`src/rtl/srg_pkg.sv`:
```
// ----------------------------------------------------------------------------
// srg_pkg
// Shared types, codes and helpers for the stepper pulse ramp generator.
// ----------------------------------------------------------------------------
package srg_pkg;

  typedef enum logic [1:0] {
    FUNC_TICK   = 2'd0,
    FUNC_TARGET = 2'd1,
    FUNC_SET    = 2'd2
  } func_t;

  localparam logic [15:0] TIMER_TOP   = 16'hFFFF;
  localparam logic [15:0] RESET_FREQ  = 16'd5000;
  localparam logic [11:0] RESET_HOLD  = 12'd100;
  localparam logic [32:0] DIV50_RECIP = 33'd83887;
  localparam int          DIV50_SHIFT = 22;

  typedef struct packed {
    logic capture;
    logic execute;
    logic load_timer;
    logic load_out;
  } cmd_t;

  typedef struct packed {
    logic need_div;
    logic div_done;
  } sts_t;

  // floor(x / 50) by reciprocal multiply, exact for all 16-bit x
  function automatic logic [11:0] div50(input logic [15:0] x);
    logic [33:0] prod;
    prod = {18'd0, x} * {1'b0, DIV50_RECIP};
    return prod[DIV50_SHIFT +: 12];
  endfunction

endpackage

```
`src/rtl/srg_div.sv`:
```
// ----------------------------------------------------------------------------
// srg_div
// Restoring divider: timer preload 65535 - CLOCK_K*1000/divisor, floored at 0.
// ----------------------------------------------------------------------------
module srg_div #(
  parameter int unsigned CLOCK_K = 16000
) (
  input  logic        clk,
  input  logic        rst,
  input  logic        start,
  input  logic [15:0] divisor,
  output logic        done,
  output logic [15:0] preload
);

  localparam int unsigned DIVIDEND = CLOCK_K * 1000;
  localparam int          DW       = $clog2(DIVIDEND + 1);
  localparam int          CW       = $clog2(DW + 1);

  logic [16:0]   rem;
  logic [DW-1:0] quo;
  logic [15:0]   dvs;
  logic [CW-1:0] cnt;
  logic          busy;
  logic          zero;

  logic [16:0]   rem_sh;
  logic          ge;
  logic [16:0]   rem_next;
  logic [31:0]   q32;
  logic          sat;

  assign rem_sh   = {rem[15:0], quo[DW-1]};
  assign ge       = rem_sh >= {1'b0, dvs};
  assign rem_next = ge ? (rem_sh - {1'b0, dvs}) : rem_sh;

  always_ff @(posedge clk) begin
    if (rst) begin
      busy <= 1'b0;
      cnt  <= '0;
    end else if (start) begin
      busy <= 1'b1;
      cnt  <= CW'(DW);
    end else if (busy) begin
      cnt <= cnt - 1'b1;
      if (cnt == CW'(1)) begin
        busy <= 1'b0;
      end
    end
  end

  always_ff @(posedge clk) begin
    if (start) begin
      rem  <= '0;
      quo  <= DW'(DIVIDEND);
      dvs  <= divisor;
      zero <= (divisor == 16'd0);
    end else if (busy) begin
      rem <= rem_next;
      quo <= {quo[DW-2:0], ge};
    end
  end

  assign q32     = 32'(quo);
  assign sat     = zero || (q32 > 32'd65535);
  assign preload = sat ? 16'd0 : (srg_pkg::TIMER_TOP - q32[15:0]);
  assign done    = !busy;

endmodule

```
`src/rtl/srg_datapath.sv`:
```
// ----------------------------------------------------------------------------
// srg_datapath
// Timer, hold counter, frequency ramp, pulse and result registers.
// ----------------------------------------------------------------------------
module srg_datapath #(
  parameter int unsigned CLOCK_K   = 16000,
  parameter int unsigned RAMP_STEP = 10
) (
  input  logic          clk,
  input  logic          rst,
  input  srg_pkg::cmd_t cmd,
  output srg_pkg::sts_t sts,
  input  logic [1:0]    func,
  input  logic [15:0]   new_frequency,
  output logic          pulse_level,
  output logic [15:0]   current_frequency,
  output logic          at_target,
  output logic          overflowed
);

  localparam logic [15:0] RESET_TIMER = 16'(65535 - (CLOCK_K * 1000) / 5000);
  localparam logic [15:0] STEP_MAX    = 16'(RAMP_STEP);

  logic [1:0]  fn;
  logic [15:0] nf;
  logic [15:0] timer_count;
  logic [15:0] frequency_now;
  logic [15:0] frequency_target;
  logic [11:0] hold_count;
  logic        pulse_reg;
  logic        ovf;

  logic        is_tick;
  logic        is_top;
  logic        is_set;
  logic [11:0] hold_dec;
  logic        hold_out;
  logic [15:0] diff;
  logic [15:0] step;
  logic [15:0] ramped;
  logic [15:0] frequency_now_next;
  logic [11:0] hold_quot;
  logic        div_done;
  logic [15:0] preload;

  assign is_tick  = (fn == srg_pkg::FUNC_TICK);
  assign is_set   = (fn == srg_pkg::FUNC_SET);
  assign is_top   = (timer_count == srg_pkg::TIMER_TOP);
  assign hold_dec = hold_count - 12'd1;
  assign hold_out = hold_dec[11] || (hold_dec == 12'd0);

  assign diff   = (frequency_now > frequency_target) ? (frequency_now - frequency_target)
                                                     : (frequency_target - frequency_now);
  assign step   = (diff < STEP_MAX) ? diff : STEP_MAX;
  assign ramped = (frequency_now < frequency_target) ? (frequency_now + step)
                                                     : (frequency_now - step);

  assign hold_quot = srg_pkg::div50(is_set ? nf : frequency_now);

  always_comb begin
    frequency_now_next = frequency_now;
    if (is_set) begin
      frequency_now_next = nf;
    end else if (is_tick && is_top && hold_out) begin
      frequency_now_next = ramped;
    end
  end

  assign sts.need_div = (is_tick && is_top) || is_set;
  assign sts.div_done = div_done;

  srg_div #(
    .CLOCK_K(CLOCK_K)
  ) u_div (
    .clk    (clk),
    .rst    (rst),
    .start  (cmd.execute && sts.need_div),
    .divisor(frequency_now_next),
    .done   (div_done),
    .preload(preload)
  );

  always_ff @(posedge clk) begin
    if (cmd.capture) begin
      fn <= func;
      nf <= new_frequency;
    end
  end

  always_ff @(posedge clk) begin
    if (rst) begin
      timer_count      <= RESET_TIMER;
      frequency_now    <= srg_pkg::RESET_FREQ;
      frequency_target <= srg_pkg::RESET_FREQ;
      hold_count       <= srg_pkg::RESET_HOLD;
      pulse_reg        <= 1'b1;
      ovf              <= 1'b0;
    end else if (cmd.load_timer) begin
      timer_count <= preload;
    end else if (cmd.execute) begin
      ovf           <= is_tick && is_top;
      frequency_now <= frequency_now_next;
      case (fn)
        srg_pkg::FUNC_TICK: begin
          if (is_top) begin
            hold_count <= hold_out ? hold_quot : hold_dec;
            pulse_reg  <= !pulse_reg;
          end else begin
            timer_count <= timer_count + 16'd1;
          end
        end
        srg_pkg::FUNC_TARGET: begin
          frequency_target <= nf;
        end
        srg_pkg::FUNC_SET: begin
          frequency_target <= nf;
          hold_count       <= hold_quot;
        end
        default: begin
        end
      endcase
    end
  end

  always_ff @(posedge clk) begin
    if (cmd.load_out) begin
      pulse_level       <= pulse_reg;
      current_frequency <= frequency_now;
      at_target         <= (frequency_now == frequency_target);
      overflowed        <= ovf;
    end
  end

endmodule

```
`src/rtl/srg_ctrl.sv`:
```
// ----------------------------------------------------------------------------
// srg_ctrl
// Sequencer: capture item, execute, wait on divider, deliver result.
// ----------------------------------------------------------------------------
module srg_ctrl (
  input  logic          clk,
  input  logic          rst,
  input  logic          in_valid,
  output logic          in_ready,
  output logic          out_valid,
  input  logic          out_ready,
  output srg_pkg::cmd_t cmd,
  input  srg_pkg::sts_t sts
);

  typedef enum logic [3:0] {
    ST_IDLE   = 4'b0001,
    ST_EXEC   = 4'b0010,
    ST_DIV    = 4'b0100,
    ST_RESULT = 4'b1000
  } state_t;

  state_t state;
  state_t state_next;
  logic   slot_free;

  assign in_ready  = (state == ST_IDLE);
  assign slot_free = !out_valid || out_ready;

  always_comb begin
    state_next     = state;
    cmd.capture    = 1'b0;
    cmd.execute    = 1'b0;
    cmd.load_timer = 1'b0;
    cmd.load_out   = 1'b0;
    case (state)
      ST_IDLE: begin
        if (in_valid) begin
          cmd.capture = 1'b1;
          state_next  = ST_EXEC;
        end
      end
      ST_EXEC: begin
        cmd.execute = 1'b1;
        state_next  = sts.need_div ? ST_DIV : ST_RESULT;
      end
      ST_DIV: begin
        if (sts.div_done) begin
          cmd.load_timer = 1'b1;
          state_next     = ST_RESULT;
        end
      end
      ST_RESULT: begin
        if (slot_free) begin
          cmd.load_out = 1'b1;
          state_next   = ST_IDLE;
        end
      end
      default: begin
        state_next = ST_IDLE;
      end
    endcase
  end

  always_ff @(posedge clk) begin
    if (rst) begin
      state     <= ST_IDLE;
      out_valid <= 1'b0;
    end else begin
      state <= state_next;
      if (cmd.load_out) begin
        out_valid <= 1'b1;
      end else if (out_ready) begin
        out_valid <= 1'b0;
      end
    end
  end

endmodule

```
`src/rtl/stepper_pulse_ramp_generator.sv`:
```
// ----------------------------------------------------------------------------
// stepper_pulse_ramp_generator
// Step-pulse generator with a linear frequency ramp toward a target.
//
//   channel  direction  handshake             payload
//   in       sink       in_valid / in_ready   func, new_frequency
//   out      source     out_valid / out_ready pulse_level, current_frequency,
//                                             at_target, overflowed
//
// A plain tick or target write goes through capture, execute and result.
// A tick that overflows the timer, or a frequency set, also waits on the
// bit-serial preload divider, whose quotient is DW = clog2(CLOCK_K*1000 + 1)
// bits wide (24 by default). One item is in work at a time; a finished
// result waits in the output register while the next item is accepted.
// Reset is synchronous and loads the 5000 Hz operating point.
// ----------------------------------------------------------------------------
module stepper_pulse_ramp_generator #(
  parameter int unsigned CLOCK_K   = 16000,
  parameter int unsigned RAMP_STEP = 10
) (
  input  logic        clk,
  input  logic        rst,
  input  logic        in_valid,
  output logic        in_ready,
  input  logic [1:0]  func,
  input  logic [15:0] new_frequency,
  output logic        out_valid,
  input  logic        out_ready,
  output logic        pulse_level,
  output logic [15:0] current_frequency,
  output logic        at_target,
  output logic        overflowed
);

  srg_pkg::cmd_t cmd;
  srg_pkg::sts_t sts;

  srg_ctrl u_ctrl (
    .clk      (clk),
    .rst      (rst),
    .in_valid (in_valid),
    .in_ready (in_ready),
    .out_valid(out_valid),
    .out_ready(out_ready),
    .cmd      (cmd),
    .sts      (sts)
  );

  srg_datapath #(
    .CLOCK_K  (CLOCK_K),
    .RAMP_STEP(RAMP_STEP)
  ) u_datapath (
    .clk              (clk),
    .rst              (rst),
    .cmd              (cmd),
    .sts              (sts),
    .func             (func),
    .new_frequency    (new_frequency),
    .pulse_level      (pulse_level),
    .current_frequency(current_frequency),
    .at_target        (at_target),
    .overflowed       (overflowed)
  );

  a_accept_busy: assert property (@(posedge clk) disable iff (rst)
    in_valid && in_ready |=> !in_ready)
    else $error("accepted item did not block the input");

  a_idle_div: assert property (@(posedge clk) disable iff (rst)
    in_ready |-> sts.div_done)
    else $error("divider busy while idle");

  a_slot_free: assert property (@(posedge clk) disable iff (rst)
    cmd.load_out |-> (!out_valid || out_ready))
    else $error("result overwrote an unaccepted item");

endmodule
```
`config.mk`:
```
export PLATFORM = sky130hd
export DESIGN_NAME = stepper_pulse_ramp_generator
export DESIGN_NICKNAME = d
export VERILOG_FILES = /design/src/rtl/srg_pkg.sv /design/src/rtl/srg_div.sv /design/src/rtl/srg_datapath.sv /design/src/rtl/srg_ctrl.sv /design/src/rtl/stepper_pulse_ramp_generator.sv
export SDC_FILE = /design/constraint.sdc
export NUM_CORES = 1
export LEC_CHECK = 0
export BUFFER_PORTS_ARGS = -buffer_cell sky130_fd_sc_hd__buf_2
export CAP_MARGIN = 15
export CORE_MARGIN = 5
export CORE_UTILIZATION = 37
export CTS_BUF_LIST = sky130_fd_sc_hd__clkbuf_8
export CTS_CLUSTER_SIZE = 14
export DETAILED_ROUTE_END_ITERATION = 10
export GPL_TIMING_DRIVEN = 1
export PLACE_DENSITY = 0.62
export SYNTH_ARGS = -nofsm -noshare
export SYNTH_HDL_FRONTEND = slang
export SYNTH_SLANG_ARGS = --single-unit
```
`constraint.sdc`:
```
create_clock -name clk -period 9.1 [get_ports clk]
set_input_delay 1.82 -clock clk [delete_from_list [all_inputs] [get_ports clk]]
set_output_delay 1.82 -clock clk [all_outputs]
set_load 0.03 [all_outputs]
```
# Word-level counts from Yosys, hierarchy flattened
# Cells that the tools add are included.
word_totals:
  ff_bits: 167
  out_inout_bits: 21
  wordCells: 110
op_classes:
  n_addsub: 9
  n_mul: 1
  n_lt_le_gt_ge: 5
  n_eq_ne: 14
  mux: 34
  n_bitwise: 1
  reduce_logical: 25
op_table:
  columns: ["operator", "count"]
  rows:
  - ["16-bit two-way mux", 12]
  - ["16-bit subtractor", 4]
  - ["16-bit by 17-bit multiplier with 33-bit output (second input constant)", 1]
  - ["24-bit by 16-bit > comparator with 1-bit output (second input constant)", 1]
  - ["12-bit two-way mux", 2]
  - ["12-bit one-hot mux with 2 select lines", 1]
  - ["17-bit by 16-bit greater-or-equal comparator with 1-bit output", 1]
  - ["16-bit by 1-bit adder with 16-bit output (second input constant)", 1]
  - ["16-bit adder", 1]
  - ["16-bit == test", 1]
  - ["16-bit == test (second input constant)", 1]
  - ["16-bit > comparator", 1]
  - ["16-bit logical NOT", 1]
  - ["16-bit < comparator", 1]
  - ["16-bit by 4-bit < comparator with 1-bit output (second input constant)", 1]
  - ["4-bit two-way mux", 4]
  - ["4-bit one-hot mux with 4 select lines", 1]
  - ["16-bit subtractor (first input constant)", 1]
  - ["12-bit logical NOT", 1]
  - ["1-bit two-way mux", 12]
  - ["12-bit by 1-bit subtractor with 12-bit output (second input constant)", 1]
  - ["5-bit two-way mux", 2]
  - ["2-bit nonzero test", 5]
  - ["3-bit AND reduction", 3]
  - ["other kinds (18)", 29]

# Longest topological paths before layout
# Gate-level depths: netlist of run 1.
logic_depth:
  ltp_word: 9
  ltp_mapped: 32

# Modules after synthesis
# A second synthesis of run 1 with hierarchy kept.
unflattened:
  hier_cells: 1712
  area_unflattened_um2: 15536.2
modules_own_cells:
  columns: ["module", "instances", "cells_per_inst", "area_each_um2", "seq_area_each_um2"]
  rows:
  - ["srg_datapath", 1, 1344, 12029.0, 2352.3]
  - ["srg_div", 1, 337, 3236.9, 1431.4]
  - ["srg_ctrl", 1, 31, 270.3, 100.1]

# Least setup slack after synthesis of run 1
# Ideal clock, no wire load.
synth_timing:
  path_kind: "reg2reg"
  start: "register u_datapath.fn[0]"
  end: "register u_datapath.hold_count[10]"
  setup_time_ns: 0.071
  arrival_ns: 7.554
  required_ns: 9.029
  path_slack_ns: 1.476
  path_stages_with_launch: 29
  n_path_buf: 4
  path_cell_list: "edfxtp_1 > inv_1 > ha_1 > clkbuf_1 > clkbuf_1 > buf_1 > clkbuf_1 > o21ai_0 > fa_1 > inv_1 > fa_1 > fa_1 > fa_1 > inv_1 > fa_1 > fa_1 > ha_1 > a21o_1 > a21o_1 > a21o_1 > a21o_1 > a221oi_1 > o31ai_1 > a21oi_1 > o2111ai_1 > a21o_1 > a21oi_1 > mux2i_1 > o2bb2ai_1"
synth_via:
  elab_chain_len: 6
  elab_cells_between_ends: 10
  classes_between: "mul: 1; eq/ne: 2; mux: 4; reduce/logical: 3"
synth_lines:
  columns: ["item", "line_no", "text"]
  rows:
  - ["start, declared", "srg_datapath.sv:24", "logic [1:0] fn;"]
  - ["start signal, assigned", "srg_datapath.sv:85", "fn <= func;"]
  - ["2-bit == test", "srg_datapath.sv:47, srg_datapath.sv:103", null]
  - ["16-bit two-way mux", "srg_datapath.sv:58", "assign hold_quot = srg_pkg::div50(is_set ? nf : frequency_now);"]
  - ["16-bit by 17-bit multiplier with 33-bit output", "srg_pkg.sv:34", "prod = {18'd0, x} * {1'b0, DIV50_RECIP};"]
  - ["12-bit two-way mux", "srg_datapath.sv:106", "hold_count <= hold_out ? hold_quot : hold_dec;"]
  - ["12-bit two-way mux", "srg_datapath.sv:105", "if (is_top) begin"]
  - ["12-bit one-hot mux with 2 select lines", "srg_datapath.sv:103", "case (fn)"]
  - ["end signal, assigned", "srg_datapath.sv:95", "hold_count <= srg_pkg::RESET_HOLD;"]
  - ["end signal, assigned", "srg_datapath.sv:106", null]
  - ["end signal, assigned", "srg_datapath.sv:117", "hold_count <= hold_quot;"]
  - ["end, declared", "srg_datapath.sv:29", "logic [11:0] hold_count;"]
# Several ways; a longest one is shown, not always the timed one. The select of a mux whose other input is x is not followed.
# A chain may end at the register's enable or synchronous reset.

# Worst setup path after layout of run 1
layout_timing:
  start: "register u_datapath.fn[1]"
  end: "register u_datapath.hold_count[10]"
# Same word-level chain as after synthesis.

==> results of run 1 <==
[critical path, stage by stage (launching register included)]
cell	delay (ns)
edfxtp_1	0.40
ha_2	0.19
buf_4	0.27
nand2_1	0.13
a21boi_0	0.47
inv_1	0.27
fa_1	0.64
inv_1	0.11
fa_1	0.54
fa_1	0.45
fa_1	0.49
inv_1	0.05
fa_1	0.52
fa_1	0.49
ha_1	0.32
a21o_1	0.18
a21o_1	0.16
a21o_1	0.16
a21o_1	0.16
a221oi_1	0.45
o31ai_1	0.20
a21oi_1	0.32
o2111ai_1	0.26
a21o_1	0.23
a21oi_1	0.24
mux2i_1	0.23
o2bb2ai_1	0.12
[cells in the final DEF, fill, tap and decap left out, types with 34 or more instances in the layout]
master and instances:
nand2_1 132, nand3_1 34, edfxtp_1 54, inv_1 209, buf_2 43, dfxtp_1 112, a21oi_1 106, o21ai_0 76
nor2_1 126, a21o_1 36, fa_1 101, mux2i_1 43, ha_1 204, nor3_1 37
[metal layers]
| metal | GRT usage | vias to the layer above | share of wire |
|---|---|---|---|
| met2 | 0.2805 | 318 | 0.46 |
| li1 | - | 5900 | - |
| met4 | 0.05264 | 0 | 0.022 |
| met1 | 0.2418 | 5641 | 0.46 |
| met3 | 0.03187 | 57 | 0.062 |
| met5 | 0 | - | 0 |
[per-stage QoR]
stage,std cells,utilization
final,2246,0.4018
after global routing,2246,0.4018
after CTS,2244,0.4014
after detailed placement,2212,0.3913
after global placement,2212,0.3913
after floorplan,1678,-
[logic make-up after synthesis]
logic type	count (synthesis)	synth area share
fa+ha+maj	306	0.3038
xor+xnor	51	0.02958
flops	167	0.2572
buf+inv	272	0.06870
simple gates	445	0.1395
mux	45	0.03025
compound gates	392	0.1710
[report_power, final]
| part | switching, W | leakage, nW | internal [W] | total [W] |
|---|---|---|---|---|
| combinational | 0.00191 | 5.87 | 0.00152 | 0.00343 |
| clock | 0.000304 | 0.207 | 0.000259 | 0.000563 |
| sequential | 0.0000744 | 1.42 | 0.000854 | 0.000928 |
[worst min-delay path by stage]
stage	to	slack, ns	start
final	u_datapath.overflowed$_DFFE_PP_	0.44	u_datapath.ovf$_SDFFE_PP0P_
after CTS	u_datapath.overflowed$_DFFE_PP_	0.44	u_datapath.ovf$_SDFFE_PP0P_
after floorplan	u_datapath.overflowed$_DFFE_PP_	0.41	u_datapath.ovf$_SDFFE_PP0P_
after detailed placement	u_datapath.overflowed$_DFFE_PP_	0.41	u_datapath.ovf$_SDFFE_PP0P_
after global routing	u_datapath.overflowed$_DFFE_PP_	0.45	u_datapath.ovf$_SDFFE_PP0P_
after global placement	u_datapath.overflowed$_DFFE_PP_	0.41	u_datapath.ovf$_SDFFE_PP0P_
[final cells by class]
class | count | area share
Multi-Input combinational cell | 1239 | 0.6240
Sequential cell | 167 | 0.2379
Inverter | 210 | 0.04826
Tap cell | 532 | 0.04075
Timing Repair Buffer | 66 | 0.02398
Clock buffer | 18 | 0.01517
Clock inverter | 14 | 0.009959
==> impl_metrics.json, run 1 <==
{
  "hpwl_um": 31240,
  "whs_ns": 0.4440,
  "holdPathStages": 0,
  "tns_ns": 0,
  "cts_resized": 0,
  "cts_tree": "done",
  "ioPinCount": 43,
  "rsz0062_at_grt": "no",
  "cts_made_buffers": 17,
  "multi_input_area_mm2": 0.01019,
  "r2r_end": "u_datapath.hold_count[10]$_SDFFE_PP0P_",
  "syn-instance-count": 1678,
  "maxCapViolations": 0,
  "core_area_mm2": 0.04065,
  "synth_most_common_cell": "inv_1",
  "drive_gt1_frac": 0.07293,
  "track_usage": 0.1748,
  "syn_nets": 2006,
  "fmax_ghz": 0.1228,
  "grt_pass1_vias": 11683,
  "crit_fanout": 51,
  "regMostFlops": "u_datapath.u_div.quo",
  "overflow": 0,
  "cp-end-kind": "register",
  "ys_ff_latch": 167,
  "hold_buffers": 0,
  "finalCriticalPeriod_ns": 8.146,
  "p_leak_nw": 7.494,
  "r2r-start": "u_datapath.fn[1]$_DFFE_PP_",
  "status": "finished, final reports clean",
  "powerDensity_mw_per_mm2": 301.6,
  "initial_core_util": 0.3715,
  "antenna_found_initial": 1,
  "syn_avg_cell_area_um2": 8.998,
  "synth_cell_types": 78,
  "fin_ws_ns": 0.9537,
  "nets": 2029,
  "vias": 11916,
  "arrival_ns": 8.56,
  "num_rows": 74,
  "synth_seq_area_share": 0.2572,
  "hp-class": "reg2reg",
  "r2r.worst_path.cells": 26,
  "synth-edff-count": 54,
  "cts.reportedPaths.clkPinSlew_ns": 0.10,
  "crit_type": "reg2reg",
  "ys_async_sr_fraction": 0,
  "synth_commonest_cells": "inv_1, ha_1, nand2_1",
  "grt_start_max_net_pins": 75,
  "skew_ns": 0.008535,
  "cts_root_buf": "clkbuf_8",
  "required_ns": 9.51,
  "first_iter_violations": 834,
  "r2r_slack_ns": 0.95,
  "syn_to_final_growth_pct": 8.180,
  "insertion_delay_ns": 0.48,
  "setup_viol_count_final": 0,
  "synth_top_area_frac": 0.1699,
  "diodes": 0,
  "fill_cells": 4006,
  "yosys-top-cells-area": "ha_1, dfxtp_1, fa_1",
  "drtPass1Iterations": 7,
  "die_w_um": 212.0,
  "place_ws_ns": 0.9405,
  "slew_viol_final": 0,
  "critical_path.startpoint": "u_datapath.fn[1]$_DFFE_PP_",
  "final_hold_viol_count": 0,
  "tightest_slew_ns": 1.135,
  "largest_reg_flops": 24,
  "slew-limit-headroom": 0.2434,
  "finalWirelength_um": 38820,
  "max-vdd-ir-drop_mv": 0.2083,
  "clock_sinks": 167,
  "post_cts_buffers": 0,
  "finalPower_w": 0.004926,
  "ys.warnings.count": 0,
  "register_area_mm2": 0.003885,
  "drc": 0,
  "ant_nets": 0,
  "synth_flop_cell": "dfxtp_1",
  "endpoint": "u_datapath.hold_count[10]$_SDFFE_PP0P_",
  "grt_pass1_wl_um": 62560,
  "final_cell_area_mm2": 0.01633,
  "place_area_mm2": 0.01591,
  "mappedNetlistArea_mm2": 0.01510,
  "period_share": 0.8952,
  "cp-start-kind": "register",
  "h-tree-depth": 4,
  "die_height_um": 212.0,
  "die_area_mm2": 0.04495,
  "synth_area_leader_cell": "ha_1",
  "wire_per_inst_um": 17.29,
  "cts_buffer_depth": 2,
  "place.gp.congestion": 0.9046,
  "routed_via_density": 5.305,
  "portBuffers": 42
}
No activity file was read; power rests on OpenSTA's default activity.
==> inputs of run 2 (changes only) <==
--- a/config.mk
+++ b/config.mk
@@ -7,7 +7,7 @@
 export LEC_CHECK = 0
 export BUFFER_PORTS_ARGS = -buffer_cell sky130_fd_sc_hd__buf_2
 export CAP_MARGIN = 15
-export CORE_MARGIN = 5
+export CORE_MARGIN = 1
 export CORE_UTILIZATION = 37
 export CTS_BUF_LIST = sky130_fd_sc_hd__clkbuf_8
 export CTS_CLUSTER_SIZE = 14
==> run 2 against run 1 <==
  * Hold slack improved by 0.0026 ns
  * Fmax fell by 4.1%
  * Utilization rose by 0.62 points
  * Highest routed layer unchanged
==> impl_metrics.json, run 2 (same netlist as run 1, synthesis figures left out) <==
{
  "cts_buffer_depth": 2,
  "clock_sinks": 167,
  "syn_to_final_growth_pct": 8.113,
  "portBuffers": 42,
  "status": "finished, final reports clean",
  "slowest_stage": "o21ai_0",
  "nets": 2030,
  "die_w_um": 204.0,
  "first_iter_violations": 828,
  "crit_type": "reg2reg",
  "drc": 0,
  "h-tree-depth": 4,
  "slew_viol_final": 0,
  "p_switching_w": 0.002306,
  "diodes": 0,
  "power.internal_w": 0.002621,
  "pwr-share-comb": 0.698,
  "drtPass1Iterations": 5,
  "maxCapViolations": 0,
  "tns_ns": 0,
  "grt_start_max_net_pins": 75,
  "fmax_ghz": 0.1178,
  "core_area_mm2": 0.04001,
  "post_cts_buffers": 0,
  "period_share": 0.9332,
  "regMostFlops": "u_datapath.u_div.quo",
  "hold_buffers": 0,
  "cp-end-kind": "register",
  "p_leak_nw": 7.490,
  "tightest_slew_ns": 0.9142,
  "finalCriticalPeriod_ns": 8.492,
  "die_height_um": 204.0,
  "rsz0062_at_grt": "no",
  "routed_via_density": 5.360,
  "fill_cells": 4019,
  "cts_made_buffers": 17,
  "p_sw_frac": 0.4679,
  "hpwl_um": 30660,
  "ioPinCount": 43,
  "insertion_delay_ns": 0.49,
  "die_area_mm2": 0.04162,
  "finalWirelength_um": 38480,
  "cpPeakStageDelay_ns": 0.65,
  "seq_power_share": 0.188,
  "multi_input_area_mm2": 0.01019,
  "powerDensity_mw_per_mm2": 301.8,
  "r2r_slack_ns": 0.61,
  "num_rows": 73,
  "slew-limit-headroom": 0.3906,
  "cts.reportedPaths.clkPinSlew_ns": 0.11,
  "vias": 12007,
  "initial_core_util": 0.3774,
  "cts_root_buf": "clkbuf_8",
  "largest_reg_flops": 24,
  "max-vdd-ir-drop_mv": 0.2251,
  "cp-start-kind": "register",
  "wire_per_inst_um": 17.18,
  "drive_gt1_frac": 0.07405,
  "final_hold_viol_count": 0,
  "place.gp.congestion": 0.9286,
  "required_ns": 9.35,
  "register_area_mm2": 0.003885,
  "crit_fanout": 21,
  "setup_viol_count_final": 0,
  "antenna_found_initial": 1,
  "skew_ns": 0.02321,
  "power.share.clock": 0.114,
  "arrival_ns": 8.74,
  "whs_ns": 0.4465,
  "track_usage": 0.1908,
  "grt_pass1_wl_um": 62510,
  "cts_tree": "done",
  "grt_pass1_vias": 11877,
  "layout_common_cells": "inv_1, ha_1, nand2_1, nor2_1, dfxtp_1",
  "cts_resized": 0,
  "hp-class": "reg2reg",
  "overflow": 0,
  "final_common_cell": "inv_1",
  "ant_nets": 0
}
[run 2: area by class of cell]
class	instances	area share
clock buffer	18	0.01518
clock inverter	14	0.009505
inverter	210	0.04829
multi-input combinational	1239	0.6244
sequential	167	0.2380
tap	525	0.04024
timing repair buffer	67	0.02438
[run 2: critical path, delay by kind of cell (launching register included)]
kind | cells | cell delay [ns]
compound gates | 13 | 3.70
simple gates | 8 | 2.20
fa+ha+maj | 4 | 1.42
flops | 1 | 0.44
xor+xnor | 1 | 0.22
buf+inv | 1 | 0.15
mux | 1 | 0.11
[run 2: power by group through the flow]
stage / registers, W / logic, W / clock network, W
finish: 0.000926 / 0.00344 / 0.000561
global route: 0.000938 / 0.00401 / 0.000602
CTS: 0.000925 / 0.00351 / 0.000574
detailed placement: 0.000942 / 0.00347 / 0
global placement: 0.000940 / 0.00339 / 0
floorplan: 0.000918 / 0.00269 / 0
[run 2: stage by stage]
step	area [um^2]	std cells	utilization	power (W)	setup WS, ns
2_1_floorplan	15100	1678	-	0.003606	1.476
3_3_place_gp	15910	2207	0.3978	0.004328	0.8867
3_5_place_dp	15910	2207	0.3978	0.004416	0.6783
4_1_cts	16320	2239	0.4078	0.005006	0.6186
5_1_grt	16320	2240	0.4080	0.005554	0.08152
6_report	16320	2240	0.4080	0.004927	0.6080
[run 2: worst paths after layout]
kind                                                 start                         endpoint  depth (start not counted)
setup reg to reg  u_datapath.frequency_now[0]$_SDFFE_PP0P_  u_datapath.u_div.zero$_DFFE_PP_                         28
setup / recovery  u_datapath.frequency_now[0]$_SDFFE_PP0P_  u_datapath.u_div.zero$_DFFE_PP_                         28
hold / removal                 u_datapath.ovf$_SDFFE_PP0P_  u_datapath.overflowed$_DFFE_PP_                          0
hold reg to reg                u_datapath.ovf$_SDFFE_PP0P_  u_datapath.overflowed$_DFFE_PP_                          0
[run 2: layer usage]
layer  global-route usage  vias to the layer above  wire [um]
li1                     -                     5890          -
met1               0.2519                     5739      17580
met2               0.3058                      329      17460
met3              0.04895                       49       2540
met4              0.05624                        0        892
met5                    0                        -          0
